==> config.mk <==
export PLATFORM = sky130hd
export DESIGN_NAME = radio_rx_frame_parser_unit_flat
export DESIGN_NICKNAME = d
export VERILOG_FILES = /design/src/rtl/core/rrfp_pkg.sv /design/src/rtl/core/rrfp_if.sv /design/src/rtl/core/rrfp_cfg_regs.sv /design/src/rtl/core/rrfp_parser.sv /design/src/rtl/core/rrfp_out_reg.sv /design/src/rtl/core/radio_rx_frame_parser_unit.sv /design/src/flat_wrapper.sv
export SDC_FILE = /design/constraint.sdc
export NUM_CORES = 1
export LEC_CHECK = 0
export BUFFER_PORTS_ARGS = -buffer_cell sky130_fd_sc_hd__buf_2
export CAP_MARGIN = 0
export CORE_MARGIN = 8
export CORE_UTILIZATION = 50
export CTS_CLUSTER_SIZE = 8
export DETAILED_ROUTE_END_ITERATION = 6
export GPL_TIMING_DRIVEN = 0
export PLACE_DENSITY = 0.71
export SYNTH_ARGS = -nofsm -noshare
export SYNTH_HDL_FRONTEND = slang
export SYNTH_SLANG_ARGS = --single-unit
==> constraint.sdc <==
create_clock -name clk_i -period 15.4 [get_ports clk_i]
set_input_delay 0.77 -clock clk_i [delete_from_list [all_inputs] [get_ports clk_i]]
set_output_delay 0.77 -clock clk_i [all_outputs]
set_load 0.02 [all_outputs]
==> src/rtl/core/rrfp_pkg.sv <==
// ----------------------------------------------------------------------------
// rrfp_pkg
// shared types, codes and constants of the receive frame parser
// ----------------------------------------------------------------------------
package rrfp_pkg;

  localparam int unsigned CFG_IDX_W = 3;
  localparam int unsigned CFG_DATA_W = 16;

  localparam logic [6:0] ACK_LEN = 7'd5;
  localparam logic [6:0] HEADER_LEN = 7'd11;
  localparam logic [6:0] SEQ_SKIP_OFS = 7'd3;
  localparam int unsigned CRC_OK_BIT = 7;

  localparam logic [15:0] DATA_FC_RST = 16'h8841;
  localparam logic [15:0] ACK_FC_RST = 16'h0002;
  localparam logic [15:0] TYPE_MASK_RST = 16'hFFDF;
  localparam logic [15:0] ACKREQ_MASK_RST = 16'h0020;

  typedef enum logic [CFG_IDX_W-1:0] {
    CFG_DATA_FC   = 3'd0,
    CFG_ACK_FC    = 3'd1,
    CFG_TYPE_MASK = 3'd2,
    CFG_ACKREQ    = 3'd3,
    CFG_DELIVER   = 3'd4
  } cfg_idx_e;

  typedef enum logic [2:0] {
    KIND_PAYLOAD   = 3'd0,
    KIND_DELIVERED = 3'd1,
    KIND_ACK       = 3'd2,
    KIND_DISCARDED = 3'd3,
    KIND_FLUSHED   = 3'd4
  } kind_e;

  typedef enum logic [3:0] {
    PH_IDLE    = 4'd0,
    PH_SKIP    = 4'd1,
    PH_FC0     = 4'd2,
    PH_FC1     = 4'd3,
    PH_SEQ     = 4'd4,
    PH_ACK0    = 4'd5,
    PH_ACK1    = 4'd6,
    PH_DPAN0   = 4'd7,
    PH_DPAN1   = 4'd8,
    PH_DADR0   = 4'd9,
    PH_DADR1   = 4'd10,
    PH_SRC0    = 4'd11,
    PH_SRC1    = 4'd12,
    PH_PAYLOAD = 4'd13,
    PH_FOOT0   = 4'd14,
    PH_FOOT1   = 4'd15
  } phase_e;

  typedef struct packed {
    logic [15:0] data_fc;
    logic [15:0] ack_fc;
    logic [15:0] type_mask;
    logic [15:0] ackreq_mask;
    logic        deliver_en;
  } cfg_t;

  typedef struct packed {
    kind_e       kind;
    logic [7:0]  payload_byte;
    logic        last_payload;
    logic [6:0]  payload_length;
    logic        ack_requested;
    logic [7:0]  sequence_number;
    logic [15:0] destination_pan;
    logic [15:0] destination_address;
    logic [15:0] source_address;
    logic [7:0]  signal_strength;
    logic        checksum_good;
  } res_t;

endpackage

==> src/rtl/core/rrfp_if.sv <==
// ----------------------------------------------------------------------------
// rrfp channel interfaces
// valid/ready channels for received bytes and for parser results
// ----------------------------------------------------------------------------
interface rrfp_rx_if;
  logic       valid;
  logic       ready;
  logic       action;
  logic [7:0] rx_byte;
  logic [7:0] current_tx_seq;

  modport source (output valid, action, rx_byte, current_tx_seq, input ready);
  modport sink (input valid, action, rx_byte, current_tx_seq, output ready);
endinterface

interface rrfp_res_if;
  logic        valid;
  logic        ready;
  logic [2:0]  kind;
  logic [7:0]  payload_byte;
  logic        last_payload;
  logic [6:0]  payload_length;
  logic        ack_requested;
  logic [7:0]  sequence_number;
  logic [15:0] destination_pan;
  logic [15:0] destination_address;
  logic [15:0] source_address;
  logic [7:0]  signal_strength;
  logic        checksum_good;

  modport source (
    output valid, kind, payload_byte, last_payload, payload_length, ack_requested,
           sequence_number, destination_pan, destination_address, source_address,
           signal_strength, checksum_good,
    input  ready
  );
  modport sink (
    input  valid, kind, payload_byte, last_payload, payload_length, ack_requested,
           sequence_number, destination_pan, destination_address, source_address,
           signal_strength, checksum_good,
    output ready
  );
endinterface

==> src/rtl/core/rrfp_cfg_regs.sv <==
// ----------------------------------------------------------------------------
// rrfp_cfg_regs
// configuration register file, write only
// ----------------------------------------------------------------------------
module rrfp_cfg_regs (
  input  logic                           clk_i,
  input  logic                           rst_ni,
  input  logic                           we_i,
  input  logic [rrfp_pkg::CFG_IDX_W-1:0] idx_i,
  input  logic [rrfp_pkg::CFG_DATA_W-1:0] wdata_i,
  output rrfp_pkg::cfg_t                 cfg_o
);

  rrfp_pkg::cfg_t cfg_q, cfg_d;

  always_comb begin
    cfg_d = cfg_q;
    if (we_i) begin
      case (rrfp_pkg::cfg_idx_e'(idx_i))
        rrfp_pkg::CFG_DATA_FC:   cfg_d.data_fc = wdata_i;
        rrfp_pkg::CFG_ACK_FC:    cfg_d.ack_fc = wdata_i;
        rrfp_pkg::CFG_TYPE_MASK: cfg_d.type_mask = wdata_i;
        rrfp_pkg::CFG_ACKREQ:    cfg_d.ackreq_mask = wdata_i;
        rrfp_pkg::CFG_DELIVER:   cfg_d.deliver_en = wdata_i[0];
        default:                 cfg_d = cfg_q;
      endcase
    end
  end

  always_ff @(posedge clk_i or negedge rst_ni) begin
    if (!rst_ni) begin
      cfg_q.data_fc <= rrfp_pkg::DATA_FC_RST;
      cfg_q.ack_fc <= rrfp_pkg::ACK_FC_RST;
      cfg_q.type_mask <= rrfp_pkg::TYPE_MASK_RST;
      cfg_q.ackreq_mask <= rrfp_pkg::ACKREQ_MASK_RST;
      cfg_q.deliver_en <= 1'b0;
    end else begin
      cfg_q <= cfg_d;
    end
  end

  assign cfg_o = cfg_q;

endmodule

==> src/rtl/core/rrfp_parser.sv <==
// ----------------------------------------------------------------------------
// rrfp_parser
// frame parse state machine, one byte per accepted transaction
// ----------------------------------------------------------------------------
module rrfp_parser (
  input  logic           clk_i,
  input  logic           rst_ni,
  input  logic           fire_i,
  input  logic           action_i,
  input  logic [7:0]     rx_byte_i,
  input  logic [7:0]     tx_seq_i,
  input  rrfp_pkg::cfg_t cfg_i,
  output logic           res_valid_o,
  output rrfp_pkg::res_t res_o
);

  rrfp_pkg::phase_e phase_q, phase_d;
  logic [6:0]  len_q, len_d;
  logic [6:0]  cnt_q, cnt_d;
  logic [15:0] fc_q, fc_d;
  logic [7:0]  seq_q, seq_d;
  logic [15:0] dpan_q, dpan_d;
  logic [15:0] dadr_q, dadr_d;
  logic [15:0] src_q, src_d;
  logic [7:0]  rssi_q, rssi_d;

  logic [6:0] cnt_inc;
  logic       last_pl;
  logic       crc_ok;
  logic       is_data;
  logic       ack_req;

  assign cnt_inc = cnt_q + 7'd1;
  assign last_pl = ({1'b0, cnt_inc} + {1'b0, rrfp_pkg::HEADER_LEN}) >= {1'b0, len_q};
  assign crc_ok = rx_byte_i[rrfp_pkg::CRC_OK_BIT];
  assign is_data = (fc_q & cfg_i.type_mask) == cfg_i.data_fc;
  assign ack_req = |(fc_q & cfg_i.ackreq_mask);

  always_comb begin
    phase_d = phase_q;
    len_d = len_q;
    cnt_d = cnt_q;
    fc_d = fc_q;
    seq_d = seq_q;
    dpan_d = dpan_q;
    dadr_d = dadr_q;
    src_d = src_q;
    rssi_d = rssi_q;
    res_valid_o = 1'b0;
    res_o = '0;

    if (fire_i) begin
      if (action_i) begin
        // overflow flush: everything back to reset, config kept
        phase_d = rrfp_pkg::PH_IDLE;
        len_d = '0;
        cnt_d = '0;
        fc_d = '0;
        seq_d = '0;
        dpan_d = '0;
        dadr_d = '0;
        src_d = '0;
        rssi_d = '0;
        res_valid_o = 1'b1;
        res_o.kind = rrfp_pkg::KIND_FLUSHED;
      end else begin
        case (phase_q)
          rrfp_pkg::PH_IDLE: begin
            len_d = rx_byte_i[6:0];
            if (rx_byte_i[6:0] == 7'd0) begin
              phase_d = rrfp_pkg::PH_IDLE;
            end else if (rx_byte_i[6:0] < rrfp_pkg::ACK_LEN) begin
              cnt_d = rx_byte_i[6:0];
              phase_d = rrfp_pkg::PH_SKIP;
            end else begin
              phase_d = rrfp_pkg::PH_FC0;
            end
          end
          rrfp_pkg::PH_SKIP: begin
            cnt_d = cnt_q - 7'd1;
            if (cnt_d == 7'd0) begin
              phase_d = rrfp_pkg::PH_IDLE;
            end
          end
          rrfp_pkg::PH_FC0: begin
            fc_d = {8'h00, rx_byte_i};
            phase_d = rrfp_pkg::PH_FC1;
          end
          rrfp_pkg::PH_FC1: begin
            fc_d = {rx_byte_i, fc_q[7:0]};
            phase_d = rrfp_pkg::PH_SEQ;
          end
          rrfp_pkg::PH_SEQ: begin
            seq_d = rx_byte_i;
            if (len_q == rrfp_pkg::ACK_LEN && fc_q == cfg_i.ack_fc &&
                rx_byte_i == tx_seq_i) begin
              phase_d = rrfp_pkg::PH_ACK0;
            end else if (len_q < rrfp_pkg::HEADER_LEN) begin
              cnt_d = len_q - rrfp_pkg::SEQ_SKIP_OFS;
              phase_d = rrfp_pkg::PH_SKIP;
            end else begin
              phase_d = rrfp_pkg::PH_DPAN0;
            end
          end
          rrfp_pkg::PH_ACK0: begin
            rssi_d = rx_byte_i;
            phase_d = rrfp_pkg::PH_ACK1;
          end
          rrfp_pkg::PH_ACK1: begin
            phase_d = rrfp_pkg::PH_IDLE;
            if (crc_ok) begin
              res_valid_o = 1'b1;
              res_o.kind = rrfp_pkg::KIND_ACK;
              res_o.ack_requested = ack_req;
              res_o.sequence_number = seq_q;
              res_o.signal_strength = rssi_q;
              res_o.checksum_good = 1'b1;
            end
          end
          rrfp_pkg::PH_DPAN0: begin
            dpan_d = {8'h00, rx_byte_i};
            phase_d = rrfp_pkg::PH_DPAN1;
          end
          rrfp_pkg::PH_DPAN1: begin
            dpan_d = {rx_byte_i, dpan_q[7:0]};
            phase_d = rrfp_pkg::PH_DADR0;
          end
          rrfp_pkg::PH_DADR0: begin
            dadr_d = {8'h00, rx_byte_i};
            phase_d = rrfp_pkg::PH_DADR1;
          end
          rrfp_pkg::PH_DADR1: begin
            dadr_d = {rx_byte_i, dadr_q[7:0]};
            phase_d = rrfp_pkg::PH_SRC0;
          end
          rrfp_pkg::PH_SRC0: begin
            src_d = {8'h00, rx_byte_i};
            phase_d = rrfp_pkg::PH_SRC1;
          end
          rrfp_pkg::PH_SRC1: begin
            src_d = {rx_byte_i, src_q[7:0]};
            cnt_d = '0;
            phase_d = (len_q == rrfp_pkg::HEADER_LEN) ? rrfp_pkg::PH_FOOT0
                                                      : rrfp_pkg::PH_PAYLOAD;
          end
          rrfp_pkg::PH_PAYLOAD: begin
            cnt_d = cnt_inc;
            res_valid_o = 1'b1;
            res_o.kind = rrfp_pkg::KIND_PAYLOAD;
            res_o.payload_byte = rx_byte_i;
            res_o.last_payload = last_pl;
            res_o.payload_length = len_q - rrfp_pkg::HEADER_LEN;
            res_o.ack_requested = ack_req;
            res_o.sequence_number = seq_q;
            res_o.destination_pan = dpan_q;
            res_o.destination_address = dadr_q;
            res_o.source_address = src_q;
            if (last_pl) begin
              phase_d = rrfp_pkg::PH_FOOT0;
            end
          end
          rrfp_pkg::PH_FOOT0: begin
            rssi_d = rx_byte_i;
            phase_d = rrfp_pkg::PH_FOOT1;
          end
          rrfp_pkg::PH_FOOT1: begin
            phase_d = rrfp_pkg::PH_IDLE;
            res_valid_o = 1'b1;
            res_o.kind = (cfg_i.deliver_en && is_data && crc_ok) ? rrfp_pkg::KIND_DELIVERED
                                                                : rrfp_pkg::KIND_DISCARDED;
            res_o.payload_length = len_q - rrfp_pkg::HEADER_LEN;
            res_o.ack_requested = ack_req;
            res_o.sequence_number = seq_q;
            res_o.destination_pan = dpan_q;
            res_o.destination_address = dadr_q;
            res_o.source_address = src_q;
            res_o.signal_strength = rssi_q;
            res_o.checksum_good = crc_ok;
          end
          default: phase_d = rrfp_pkg::PH_IDLE;
        endcase
      end
    end
  end

  always_ff @(posedge clk_i or negedge rst_ni) begin
    if (!rst_ni) begin
      phase_q <= rrfp_pkg::PH_IDLE;
      len_q <= '0;
      cnt_q <= '0;
      fc_q <= '0;
      seq_q <= '0;
      dpan_q <= '0;
      dadr_q <= '0;
      src_q <= '0;
      rssi_q <= '0;
    end else begin
      phase_q <= phase_d;
      len_q <= len_d;
      cnt_q <= cnt_d;
      fc_q <= fc_d;
      seq_q <= seq_d;
      dpan_q <= dpan_d;
      dadr_q <= dadr_d;
      src_q <= src_d;
      rssi_q <= rssi_d;
    end
  end

  // a flush always lands in idle
  assert property (@(posedge clk_i) disable iff (!rst_ni)
    fire_i && action_i |=> phase_q == rrfp_pkg::PH_IDLE)
    else $error("parser not idle after flush");

  // payload bytes only come out of the payload phase
  assert property (@(posedge clk_i) disable iff (!rst_ni)
    res_valid_o && res_o.kind == rrfp_pkg::KIND_PAYLOAD |->
      phase_q == rrfp_pkg::PH_PAYLOAD && !action_i)
    else $error("payload result outside payload phase");

  // last payload byte hands over to the footer
  assert property (@(posedge clk_i) disable iff (!rst_ni)
    res_valid_o && res_o.kind == rrfp_pkg::KIND_PAYLOAD && res_o.last_payload |=>
      phase_q == rrfp_pkg::PH_FOOT0)
    else $error("footer not entered after last payload byte");

  // a skip count never reaches zero while still skipping
  assert property (@(posedge clk_i) disable iff (!rst_ni)
    phase_q == rrfp_pkg::PH_SKIP |-> cnt_q != 7'd0)
    else $error("skip phase with empty count");

endmodule

==> src/rtl/core/rrfp_out_reg.sv <==
// ----------------------------------------------------------------------------
// rrfp_out_reg
// result register between parser and downstream sink
// ----------------------------------------------------------------------------
module rrfp_out_reg (
  input  logic           clk_i,
  input  logic           rst_ni,
  input  logic           load_i,
  input  rrfp_pkg::res_t res_i,
  input  logic           ready_i,
  output logic           valid_o,
  output rrfp_pkg::res_t res_o,
  output logic           free_o
);

  logic           valid_q, valid_d;
  rrfp_pkg::res_t res_q;

  // room for a new result when empty or when the held one leaves this cycle
  assign free_o = !valid_q || ready_i;

  always_comb begin
    valid_d = valid_q;
    if (load_i) begin
      valid_d = 1'b1;
    end else if (ready_i) begin
      valid_d = 1'b0;
    end
  end

  always_ff @(posedge clk_i or negedge rst_ni) begin
    if (!rst_ni) begin
      valid_q <= 1'b0;
    end else begin
      valid_q <= valid_d;
    end
  end

  always_ff @(posedge clk_i) begin
    if (load_i) begin
      res_q <= res_i;
    end
  end

  assign valid_o = valid_q;
  assign res_o = res_q;

  // never overwrite a result that has not been taken
  assert property (@(posedge clk_i) disable iff (!rst_ni)
    load_i |-> free_o)
    else $error("result register overwritten");

  // a load always shows up as a valid result next cycle
  assert property (@(posedge clk_i) disable iff (!rst_ni)
    load_i |=> valid_q)
    else $error("loaded result lost");

endmodule

==> src/rtl/core/radio_rx_frame_parser_unit.sv <==
// ----------------------------------------------------------------------------
// radio_rx_frame_parser_unit
// receive frame parser: length, header, payload and footer of short-address
// radio frames, with ack detection and overflow flush
// ----------------------------------------------------------------------------
// a result is registered and appears on res_o in the cycle after its byte transaction
// throughput: one byte per cycle, limited only by the single result register
// any byte stalls while an untaken result sits in the result register
// reset: parser returns to idle with all held fields zero, result register
// empties, configuration registers take their default values
module radio_rx_frame_parser_unit (
  input  logic                            clk_i,
  input  logic                            rst_ni,
  input  logic                            cfg_we_i,
  input  logic [rrfp_pkg::CFG_IDX_W-1:0]  cfg_idx_i,
  input  logic [rrfp_pkg::CFG_DATA_W-1:0] cfg_wdata_i,
  rrfp_rx_if.sink                         rx_i,
  rrfp_res_if.source                      res_o
);

  rrfp_pkg::cfg_t cfg;
  rrfp_pkg::res_t parse_res;
  rrfp_pkg::res_t held_res;
  logic           parse_valid;
  logic           out_free;
  logic           rx_fire;

  // configuration registers; the user is to write them only while the parser is quiet, the block does not enforce it
  rrfp_cfg_regs u_cfg (
    .clk_i   (clk_i),
    .rst_ni  (rst_ni),
    .we_i    (cfg_we_i),
    .idx_i   (cfg_idx_i),
    .wdata_i (cfg_wdata_i),
    .cfg_o   (cfg)
  );

  // a byte is taken whenever the result register has room for what it makes
  assign rx_i.ready = out_free;
  assign rx_fire = rx_i.valid && out_free;

  // parse state machine: one step per byte transaction
  rrfp_parser u_parser (
    .clk_i       (clk_i),
    .rst_ni      (rst_ni),
    .fire_i      (rx_fire),
    .action_i    (rx_i.action),
    .rx_byte_i   (rx_i.rx_byte),
    .tx_seq_i    (rx_i.current_tx_seq),
    .cfg_i       (cfg),
    .res_valid_o (parse_valid),
    .res_o       (parse_res)
  );

  // result register decouples the parser from downstream backpressure
  rrfp_out_reg u_out (
    .clk_i   (clk_i),
    .rst_ni  (rst_ni),
    .load_i  (parse_valid),
    .res_i   (parse_res),
    .ready_i (res_o.ready),
    .valid_o (res_o.valid),
    .res_o   (held_res),
    .free_o  (out_free)
  );

  // unpack the held result onto the channel
  assign res_o.kind = held_res.kind;
  assign res_o.payload_byte = held_res.payload_byte;
  assign res_o.last_payload = held_res.last_payload;
  assign res_o.payload_length = held_res.payload_length;
  assign res_o.ack_requested = held_res.ack_requested;
  assign res_o.sequence_number = held_res.sequence_number;
  assign res_o.destination_pan = held_res.destination_pan;
  assign res_o.destination_address = held_res.destination_address;
  assign res_o.source_address = held_res.source_address;
  assign res_o.signal_strength = held_res.signal_strength;
  assign res_o.checksum_good = held_res.checksum_good;

endmodule
==> src/flat_wrapper.sv <==
// flat-port wrapper written by rule: the top's interface ports become plain ports
module radio_rx_frame_parser_unit_flat 
  (clk_i, rst_ni, cfg_we_i, cfg_idx_i, cfg_wdata_i, rx_i_valid, rx_i_action, rx_i_rx_byte, rx_i_current_tx_seq, rx_i_ready, res_o_valid, res_o_kind, res_o_payload_byte, res_o_last_payload, res_o_payload_length, res_o_ack_requested, res_o_sequence_number, res_o_destination_pan, res_o_destination_address, res_o_source_address, res_o_signal_strength, res_o_checksum_good, res_o_ready);
  rrfp_rx_if rx_i_i ();
  rrfp_res_if res_o_i ();
  input  logic clk_i;
  input  logic rst_ni;
  input  logic cfg_we_i;
  input  logic [rrfp_pkg::CFG_IDX_W-1:0] cfg_idx_i;
  input  logic [rrfp_pkg::CFG_DATA_W-1:0] cfg_wdata_i;
  input wire logic [$bits(rx_i_i.valid)-1:0] rx_i_valid;
  input wire logic [$bits(rx_i_i.action)-1:0] rx_i_action;
  input wire logic [$bits(rx_i_i.rx_byte)-1:0] rx_i_rx_byte;
  input wire logic [$bits(rx_i_i.current_tx_seq)-1:0] rx_i_current_tx_seq;
  output wire logic [$bits(rx_i_i.ready)-1:0] rx_i_ready;
  output wire logic [$bits(res_o_i.valid)-1:0] res_o_valid;
  output wire logic [$bits(res_o_i.kind)-1:0] res_o_kind;
  output wire logic [$bits(res_o_i.payload_byte)-1:0] res_o_payload_byte;
  output wire logic [$bits(res_o_i.last_payload)-1:0] res_o_last_payload;
  output wire logic [$bits(res_o_i.payload_length)-1:0] res_o_payload_length;
  output wire logic [$bits(res_o_i.ack_requested)-1:0] res_o_ack_requested;
  output wire logic [$bits(res_o_i.sequence_number)-1:0] res_o_sequence_number;
  output wire logic [$bits(res_o_i.destination_pan)-1:0] res_o_destination_pan;
  output wire logic [$bits(res_o_i.destination_address)-1:0] res_o_destination_address;
  output wire logic [$bits(res_o_i.source_address)-1:0] res_o_source_address;
  output wire logic [$bits(res_o_i.signal_strength)-1:0] res_o_signal_strength;
  output wire logic [$bits(res_o_i.checksum_good)-1:0] res_o_checksum_good;
  input wire logic [$bits(res_o_i.ready)-1:0] res_o_ready;
  assign rx_i_i.valid = rx_i_valid;
  assign rx_i_i.action = rx_i_action;
  assign rx_i_i.rx_byte = rx_i_rx_byte;
  assign rx_i_i.current_tx_seq = rx_i_current_tx_seq;
  assign rx_i_ready = rx_i_i.ready;
  assign res_o_valid = res_o_i.valid;
  assign res_o_kind = res_o_i.kind;
  assign res_o_payload_byte = res_o_i.payload_byte;
  assign res_o_last_payload = res_o_i.last_payload;
  assign res_o_payload_length = res_o_i.payload_length;
  assign res_o_ack_requested = res_o_i.ack_requested;
  assign res_o_sequence_number = res_o_i.sequence_number;
  assign res_o_destination_pan = res_o_i.destination_pan;
  assign res_o_destination_address = res_o_i.destination_address;
  assign res_o_source_address = res_o_i.source_address;
  assign res_o_signal_strength = res_o_i.signal_strength;
  assign res_o_checksum_good = res_o_i.checksum_good;
  assign res_o_i.ready = res_o_ready;
  radio_rx_frame_parser_unit u_core (.clk_i(clk_i), .rst_ni(rst_ni), .cfg_we_i(cfg_we_i), .cfg_idx_i(cfg_idx_i), .cfg_wdata_i(cfg_wdata_i), .rx_i(rx_i_i), .res_o(res_o_i));
endmodule
==> results.ini, run 1 <==
[critical_path]
r2r_cells = 12
r2r_slack_ps = 11630
crit_path_max_fanout = 10
critPathMaxStageDelay_ps = 410
r2r-end = u_core.u_parser.phase_q[1]
timing.critical_path.to_type = flip-flop
path_class = flip-flop to flip-flop
crit_start = u_core.u_parser.cnt_q[2]
cp.arrival_ps = 4160
rr_startpoint = u_core.u_parser.cnt_q[2]
crit_path_end = u_core.u_parser.phase_q[1]
critPathRequiredTime_ps = 15790
crit_slowest_cell = clkbuf_1
path_cells = clkbuf_1, nand3_1, or3_1, and2_1, nor3b_1, xnor2_1, ha_1, and4_1, a221o_1, a211o_2, a21oi_2, mux2_1
start_kind = flip-flop

[synth]
synth_warnings = 0
syn_nets = 1009
synth_top_area_share_pct = 31.7
syn-cell-area_um2 = 11300
yosysSeqAreaShare_pct = 59.2
yosysUniqueCellTypes = 69
ys_ff_latch = 249
async_reset_ff_share_pct = 65.9
synth-edff-count = 85
synth_top_area_cell = dfrtp_1
synth_area_leaders = dfrtp_1, edfxtp_1, mux2_2
ys.flop_type = dfrtp_1
postSynthCellCount = 956
synth.avg_cell_area_um2 = 11.8

[sta]
fin_crit_ps = 3770
final.setup.tns_ps = 0
drv_slew = 0
slew_headroom_pct = 17.8
skew_ps = 20.5
tightest_slew_ps = 1220
hold_viol = 0
setup_viol = 0
fmax_mhz = 265
post-route-period-util_pct = 24.5
rsz0062_at_grt = no

[finish]
n_antenna_cell = 0
drive_above_1_share_pct = 24.4
postLayoutCoreUtil_pct = 60.0
area_growth_pct = 18.9
finalNetCount = 1175

[die]
ios = 128
die_x_um = 166
coreArea_um2 = 22400
start_util_pct = 50.4
rows = 55
die_area_um2 = 27600
die-height_um = 166

[min_path]
hold_class = input pin to asynchronous set/reset pin

[clock_tree]
cts.sinks = 249
ctsHoldBuffers = 0
htree_levels = 2
post_cts_buffers = 0
clk_pin_slew_ps = 50
cts_tree = done
clkLatencyLatePin_ps = 520
post_cts_resized = 0
clockBufferDepth = 3
cts-buffers-inserted = 37
cts_root_buf = clkbuf_16

[routing]
first_pass_iters = 6
drt_iter0_drc = 721
vias_per_cell = 5.59
wire_per_inst_um = 19.5
num_vias = 8021
final_antenna_net_count = 0
wl_um = 28000
drc = 0

[global_route]
grt_max_degree = 109
grt_pass1_wl_um = 44600
grt_use_total_pct = 20.1
grt_overflow_total = 0
grt_pass1_vias = 8036
antenna_found_initial = 0

[power_and_ir_drop]
peakVddDrop_mv = 0.0914
p_leak_uw = 0.00557
p_per_area_nw_per_um2 = 160

[place]
place.port_buffers = 124
gp_congestion = 0.918
post-dp-hpwl_um = 19700

[status]
outcome = finished clean

[run]
maxCapViolCount = 0

## synthesized netlist by cell type (12+ instances only)
library cell	instances
dfrtp_1	143
nand2_1	101
edfxtp_1	85
and2_1	73
o21ai_0	71
mux2_2	67
nand3_1	46
clkbuf_1	42
xnor2_1	36
nor2_1	25
o31ai_1	25
xor2_1	23
dfstp_2	21
a21oi_1	18
inv_1	18
a22oi_1	13
ha_1	12
nor4_1	12
## critical path, delay by kind of cell (launching register included)
family                   cells  cell delay, ps
adder cells (fa/ha/maj)      1             260
flip-flops                   1             360
XOR/XNOR                     1             160
AO/OA/AOI/OAI                3             930
buffers and inverters        1             410
multiplexers                 1             350
AND/OR/NAND/NOR              5            1180
## registers in the layout, indices dropped and copies added (netlist names)
register,flops
u_core.u_parser.cnt_q,7
u_core.u_parser.len_q,7
u_core.u_parser.dpan_q,16
u_core.u_parser.fc_q,16
u_core.u_cfg.cfg_o,65
u_core.u_parser.rssi_q,8
u_core.u_out.res_o,85
u_core.u_parser.seq_q,8
u_core.u_parser.dadr_q,16
u_core.u_out.valid_o,1
u_core.u_parser.phase_q,4
u_core.u_parser.src_q,16
## layer usage
metal	vias to the layer above	part of all wire, %	GRT usage, %
li1	3763	-	-
met1	3908	45	26.6
met2	291	46	32.3
met3	59	6.3	4.30
met4	0	2.7	7.31
met5	-	0	0
## cell type report
class,count,area (um2)
plain buffers,53,272
clock buffers,63,1020
clock inverters,4,48.8
fillers,1789,8950
inverters,19,71.3
multi-input cells,635,4260
flip-flops and latches,249,6680
well taps,285,357
repair buffers,127,698
## per-stage QoR
stage	area [um2]	total power, uW	cells	hold WS [ps]	setup slack (ps)
CTS	13400	2160	1435	198	11650
floorplan	11300	1260	956	440	9780
finish	13400	2150	1435	190	11630
global route	13400	2250	1435	209	11410
detailed placement	12300	1410	1368	459	11670
global placement	12300	1400	1365	452	8160
## logic make-up (layout without fill, tap and decap cells)
group	after synthesis	after routing	synth area share (%)
DFF	249	249	59.2
adders and majority gates	12	12	1.33
and+or+nand+nor	312	312	14.3
AOI/OAI and AO/OA	174	174	9.84
xor gates and xnor gates	59	59	4.58
muxes	78	78	7.69
buffers and inverters	72	266	3.04
## cell usage in the layout, fill, tap and decap left out, types with 25 or more instances in the layout
cell / count
xnor2_1: 36
nand2_1: 101
nand3_1: 46
and2_1: 73
o31ai_1: 25
buf_2: 124
dfrtp_1: 143
clkbuf_1: 68
o21ai_0: 71
mux2_2: 67
clkbuf_16: 37
edfxtp_1: 85
## power by group
part | switching [uW] | total, uW | leakage (uW) | internal, uW
clock | 287 | 739 | 0.000505 | 451
combinational | 308 | 537 | 0.00217 | 229
sequential | 77.0 | 874 | 0.00289 | 797
total | 672 | 2150 | 0.00557 | 1480
## worst min path at each step
stage                               from                         to  slack [ps]  cells past startpoint
3_3_place_gp    u_core.u_parser.src_q[4]   u_core.u_parser.src_q[4]         450                      2
2_1_floorplan  u_core.u_parser.dadr_q[0]  u_core.u_parser.dadr_q[0]         440                      2
4_1_cts                           rst_ni   u_core.u_parser.seq_q[0]         200                      1
3_5_place_dp    u_core.u_parser.src_q[0]   u_core.u_parser.src_q[0]         460                      2
5_1_grt                           rst_ni   u_core.u_parser.seq_q[3]         210                      1
6_report                          rst_ni   u_core.u_parser.seq_q[3]         190                      1
No activity file was read; power rests on OpenSTA's default activity.
==> run 2, diff against run 1 <==
--- a/config.mk
+++ b/config.mk
@@ -5,6 +5,7 @@
 export SDC_FILE = /design/constraint.sdc
 export NUM_CORES = 1
 export LEC_CHECK = 0
+export ABC_AREA = 1
 export BUFFER_PORTS_ARGS = -buffer_cell sky130_fd_sc_hd__buf_2
 export CAP_MARGIN = 0
 export CORE_MARGIN = 8
@@ -12,7 +13,7 @@
 export CTS_CLUSTER_SIZE = 8
 export DETAILED_ROUTE_END_ITERATION = 6
 export GPL_TIMING_DRIVEN = 0
-export PLACE_DENSITY = 0.71
+export PLACE_DENSITY = 0.74
 export SYNTH_ARGS = -nofsm -noshare
 export SYNTH_HDL_FRONTEND = slang
 export SYNTH_SLANG_ARGS = --single-unit
==> constraint.sdc (replaced) <==
create_clock -name clk_i -period 3.39 [get_ports clk_i]
set_input_delay 0.1695 -clock clk_i [delete_from_list [all_inputs] [get_ports clk_i]]
set_output_delay 0.1695 -clock clk_i [all_outputs]
set_load 0.02 [all_outputs]
==> results.ini, run 2 <==
[sta]
tightest_slew_ps = 628  ; was 1220 ps
hold_ws_ps = 8.34  ; was 190 ps
final.setup.tns_ps = 0  ; unchanged
drv_slew = 0  ; unchanged
fin_crit_ps = 2840  ; was 3770 ps
fmax_mhz = 352  ; was 265 MHz
hold_viol = 0  ; unchanged
setup_viol = 0  ; unchanged
rsz0062_at_grt = no  ; unchanged
slew_headroom_pct = 58.2  ; was 17.8%
skew_ps = 29.9  ; was 20.5 ps
post-route-period-util_pct = 83.8  ; was 24.5%

[routing]
num_vias = 8733  ; was 8,021
drt_iter0_drc = 748  ; was 721
first_pass_iters = 5  ; was 6
final_antenna_net_count = 0  ; unchanged
wire_per_inst_um = 17.2  ; was 19.5 um
wl_um = 28500  ; was 28,000 um
drc = 0  ; unchanged
vias_per_cell = 5.25  ; was 5.59

[critical_path]
critPathTopFamily = simple AND/OR/NAND/NOR gates  ; unchanged
critPathRequiredTime_ps = 3560  ; was 15,790 ps
critPathMaxStageDelay_ps = 530  ; was 410 ps
crit_slowest_cell = nand2_4  ; was clkbuf_1
crit_top_cell = nor2_1
path_cells = inv_2, nor2_1, inv_1, nor2_1, inv_1, nor2_1, o21ai_0, nand2_4, buf_12  ; was clkbuf_1, nand3_1, or3_1, and2_1, nor3b_1, xnor2_1, ha_1, and4_1, a221o_1, a211o_2, a21oi_2, mux2_1
path_class = flip-flop to flip-flop  ; unchanged
timing.critical_path.to_type = flip-flop  ; unchanged
rr_startpoint = u_core.u_parser.phase_q[1]  ; was u_core.u_parser.cnt_q[2]
critPathBufInv = 4  ; was 1
crit_path_max_fanout = 45  ; was 10
r2r_cells = 9  ; was 12
worst-path-stages = 9  ; was 12
r2r-end = u_core.u_out.res_o[81]  ; was u_core.u_parser.phase_q[1]
crit_start = u_core.u_parser.phase_q[1]  ; was u_core.u_parser.cnt_q[2]
r2r_slack_ps = 550  ; was 11,630 ps
cp.arrival_ps = 3010  ; was 4160 ps
start_kind = flip-flop  ; unchanged
crit_path_end = u_core.u_out.res_o[81]  ; was u_core.u_parser.phase_q[1]

[synth]
synth_top_area_cell = dfrtp_1  ; unchanged
synth-edff-count = 85  ; unchanged
synth_warnings = 0  ; unchanged
synth_area_leaders = dfrtp_1, edfxtp_1, nand2_1  ; was dfrtp_1, edfxtp_1, mux2_2
synth_top_area_share_pct = 32.0  ; was 31.7%
postSynthCellCount = 1173  ; was 956
synth_most_common_cell = nand2_1  ; was dfrtp_1
synth.avg_cell_area_um2 = 9.52  ; was 11.8 um2
yosysSeqAreaShare_pct = 59.8  ; was 59.2%
syn_nets = 1226  ; was 1,009
yosysUniqueCellTypes = 46  ; was 69
synth_common_cells = nand2_1, inv_1, dfrtp_1  ; was dfrtp_1, nand2_1, edfxtp_1
ys_ff_latch = 249  ; unchanged
async_reset_ff_share_pct = 65.9  ; unchanged
syn-cell-area_um2 = 11200  ; was 11,300 um2
ys.flop_type = dfrtp_1  ; unchanged

[global_route]
antenna_found_initial = 0  ; unchanged
grt_pass1_vias = 8576  ; was 8,036
grt_max_degree = 95  ; was 109
grt_overflow_total = 0  ; unchanged
grt_pass1_wl_um = 45500  ; was 44,600 um
grt_use_total_pct = 21.2  ; was 20.1%

[clock_tree]
clockBufferDepth = 3  ; unchanged
htree_levels = 2  ; unchanged
clkLatencyLatePin_ps = 510  ; was 520 ps
cts_root_buf = clkbuf_16  ; unchanged
cts-buffers-inserted = 37  ; unchanged
cts.sinks = 249  ; unchanged
cts_tree = done  ; unchanged
clk_pin_slew_ps = 60  ; was 50 ps
post_cts_buffers = 0  ; unchanged

[power_and_ir_drop]
p_leak_uw = 0.00607  ; was 0.00557 uW
peakVddDrop_mv = 0.465  ; was 0.0914 mV
p_per_area_nw_per_um2 = 687  ; was 160 nW/um2

[place]
gp_congestion = 0.891  ; was 0.918
post-dp-hpwl_um = 20300  ; was 19,700 um
place.port_buffers = 127  ; was 124

[die]
ios = 128  ; unchanged
die_area_um2 = 27400  ; was 27,600 um2
coreArea_um2 = 21900  ; was 22,400 um2
rows = 54  ; was 55
die_x_um = 165  ; was 166 um
die-height_um = 165  ; was 166 um
start_util_pct = 51.0  ; was 50.4%

[status]
outcome = finished clean  ; unchanged

[finish]
layout_commonest_cell = nand2_1  ; was dfrtp_1
num-fill-cells = 1785  ; was 1,789
drive_above_1_share_pct = 18.7  ; was 24.4%
largest_reg_flops = 85  ; unchanged
finalNetCount = 1407  ; was 1,175
area_growth_pct = 20.5  ; was 18.9%
final_cell_mix = nand2_1, inv_1, dfrtp_1  ; was dfrtp_1, buf_2, nand2_1
n_antenna_cell = 0  ; unchanged

[run]
maxCapViolCount = 0  ; unchanged

[min_path]
min_from = cfg_wdata_i[14]
hold_class = input pin to flip-flop  ; was input pin to asynchronous set/reset pin

-- run 2: repair_timing --
item | in CTS | in global routing
resized for setup | 0 | 0
hold buffers | 13 | 0
endpoints found under the hold margin | 101 | 0
-- run 2: cell type report --
class,count,area (um2),share of cell area [%]
clock buffer,65,1060,7.89
inverter,171,642,4.77
clock inverter,2,46.3,0.344
sequential,249,6680,49.7
timing repair buffer,142,823,6.12
buffer,29,141,1.05
tap,280,350,2.60
multi-input combinational,724,3710,27.6
-- run 2: metrics by stage --
stage          cells  setup WS, ps  util, %  area, um2  power [uW]
3_5_place_dp    1582           589     55.8      12200        5800
4_1_cts         1662           553     61.5      13500        9280
6_report        1662           549     61.5      13500        9240
5_1_grt         1662           348     61.5      13500        9730
2_1_floorplan   1173           652        -      11200        5230
3_3_place_gp    1580          -321     55.5      12200        5750
-- run 2: worst min-delay path by stage --
| stage | end | slack (ps) | cells after the start |
|---|---|---|---|
| after floorplan | u_core.u_cfg.cfg_o[0] | -130 | 0 |
| after global placement | u_core.u_parser.rssi_q[1] | 470 | 2 |
| after detailed placement | u_core.u_cfg.cfg_o[53] | 170 | 1 |
| after CTS | u_core.u_cfg.cfg_o[26] | 0.3 | 3 |
| after global routing | u_core.u_cfg.cfg_o[32] | 20 | 3 |
| final | u_core.u_cfg.cfg_o[31] | 8 | 3 |
-- run 2: cells by family (layout without fill, tap and decap cells) --
group | after synthesis | after routing | share of synthesized area (%)
compound gates | 227 | 227 | 11.9
flops | 249 | 249 | 59.8
xor+xnor | 35 | 35 | 2.81
fa+ha+maj | 12 | 12 | 1.34
simple gates | 450 | 450 | 17.0
buf+inv | 200 | 409 | 7.01
-- run 2: metal layers --
metal  vias to the layer above  track usage, %  part of all wire (%)
met5                         -               0                     0
met4                         0            7.87                   2.3
met3                        53            3.47                   7.2
met2                       328            34.2                    48
met1                      4126            28.3                    43
li1                       4226               -                     -
-- run 2: worst reg2reg max path: stages (launching register included) --
cell,delay (ps)
dfrtp_1,500
inv_2,120
nor2_1,220
inv_1,100
nor2_1,100
inv_1,80
nor2_1,250
o21ai_0,250
nand2_4,530
buf_12,320
-- run 2: power breakdown --
| group | internal (uW) | switching, uW | total [uW] | leakage, uW |
|---|---|---|---|---|
| Combinational | 690 | 1250 | 1940 | 0.00263 |
| Sequential | 3530 | 322 | 3850 | 0.00292 |
| Clock | 2180 | 1270 | 3450 | 0.000527 |
| Total | 6410 | 2840 | 9240 | 0.00607 |
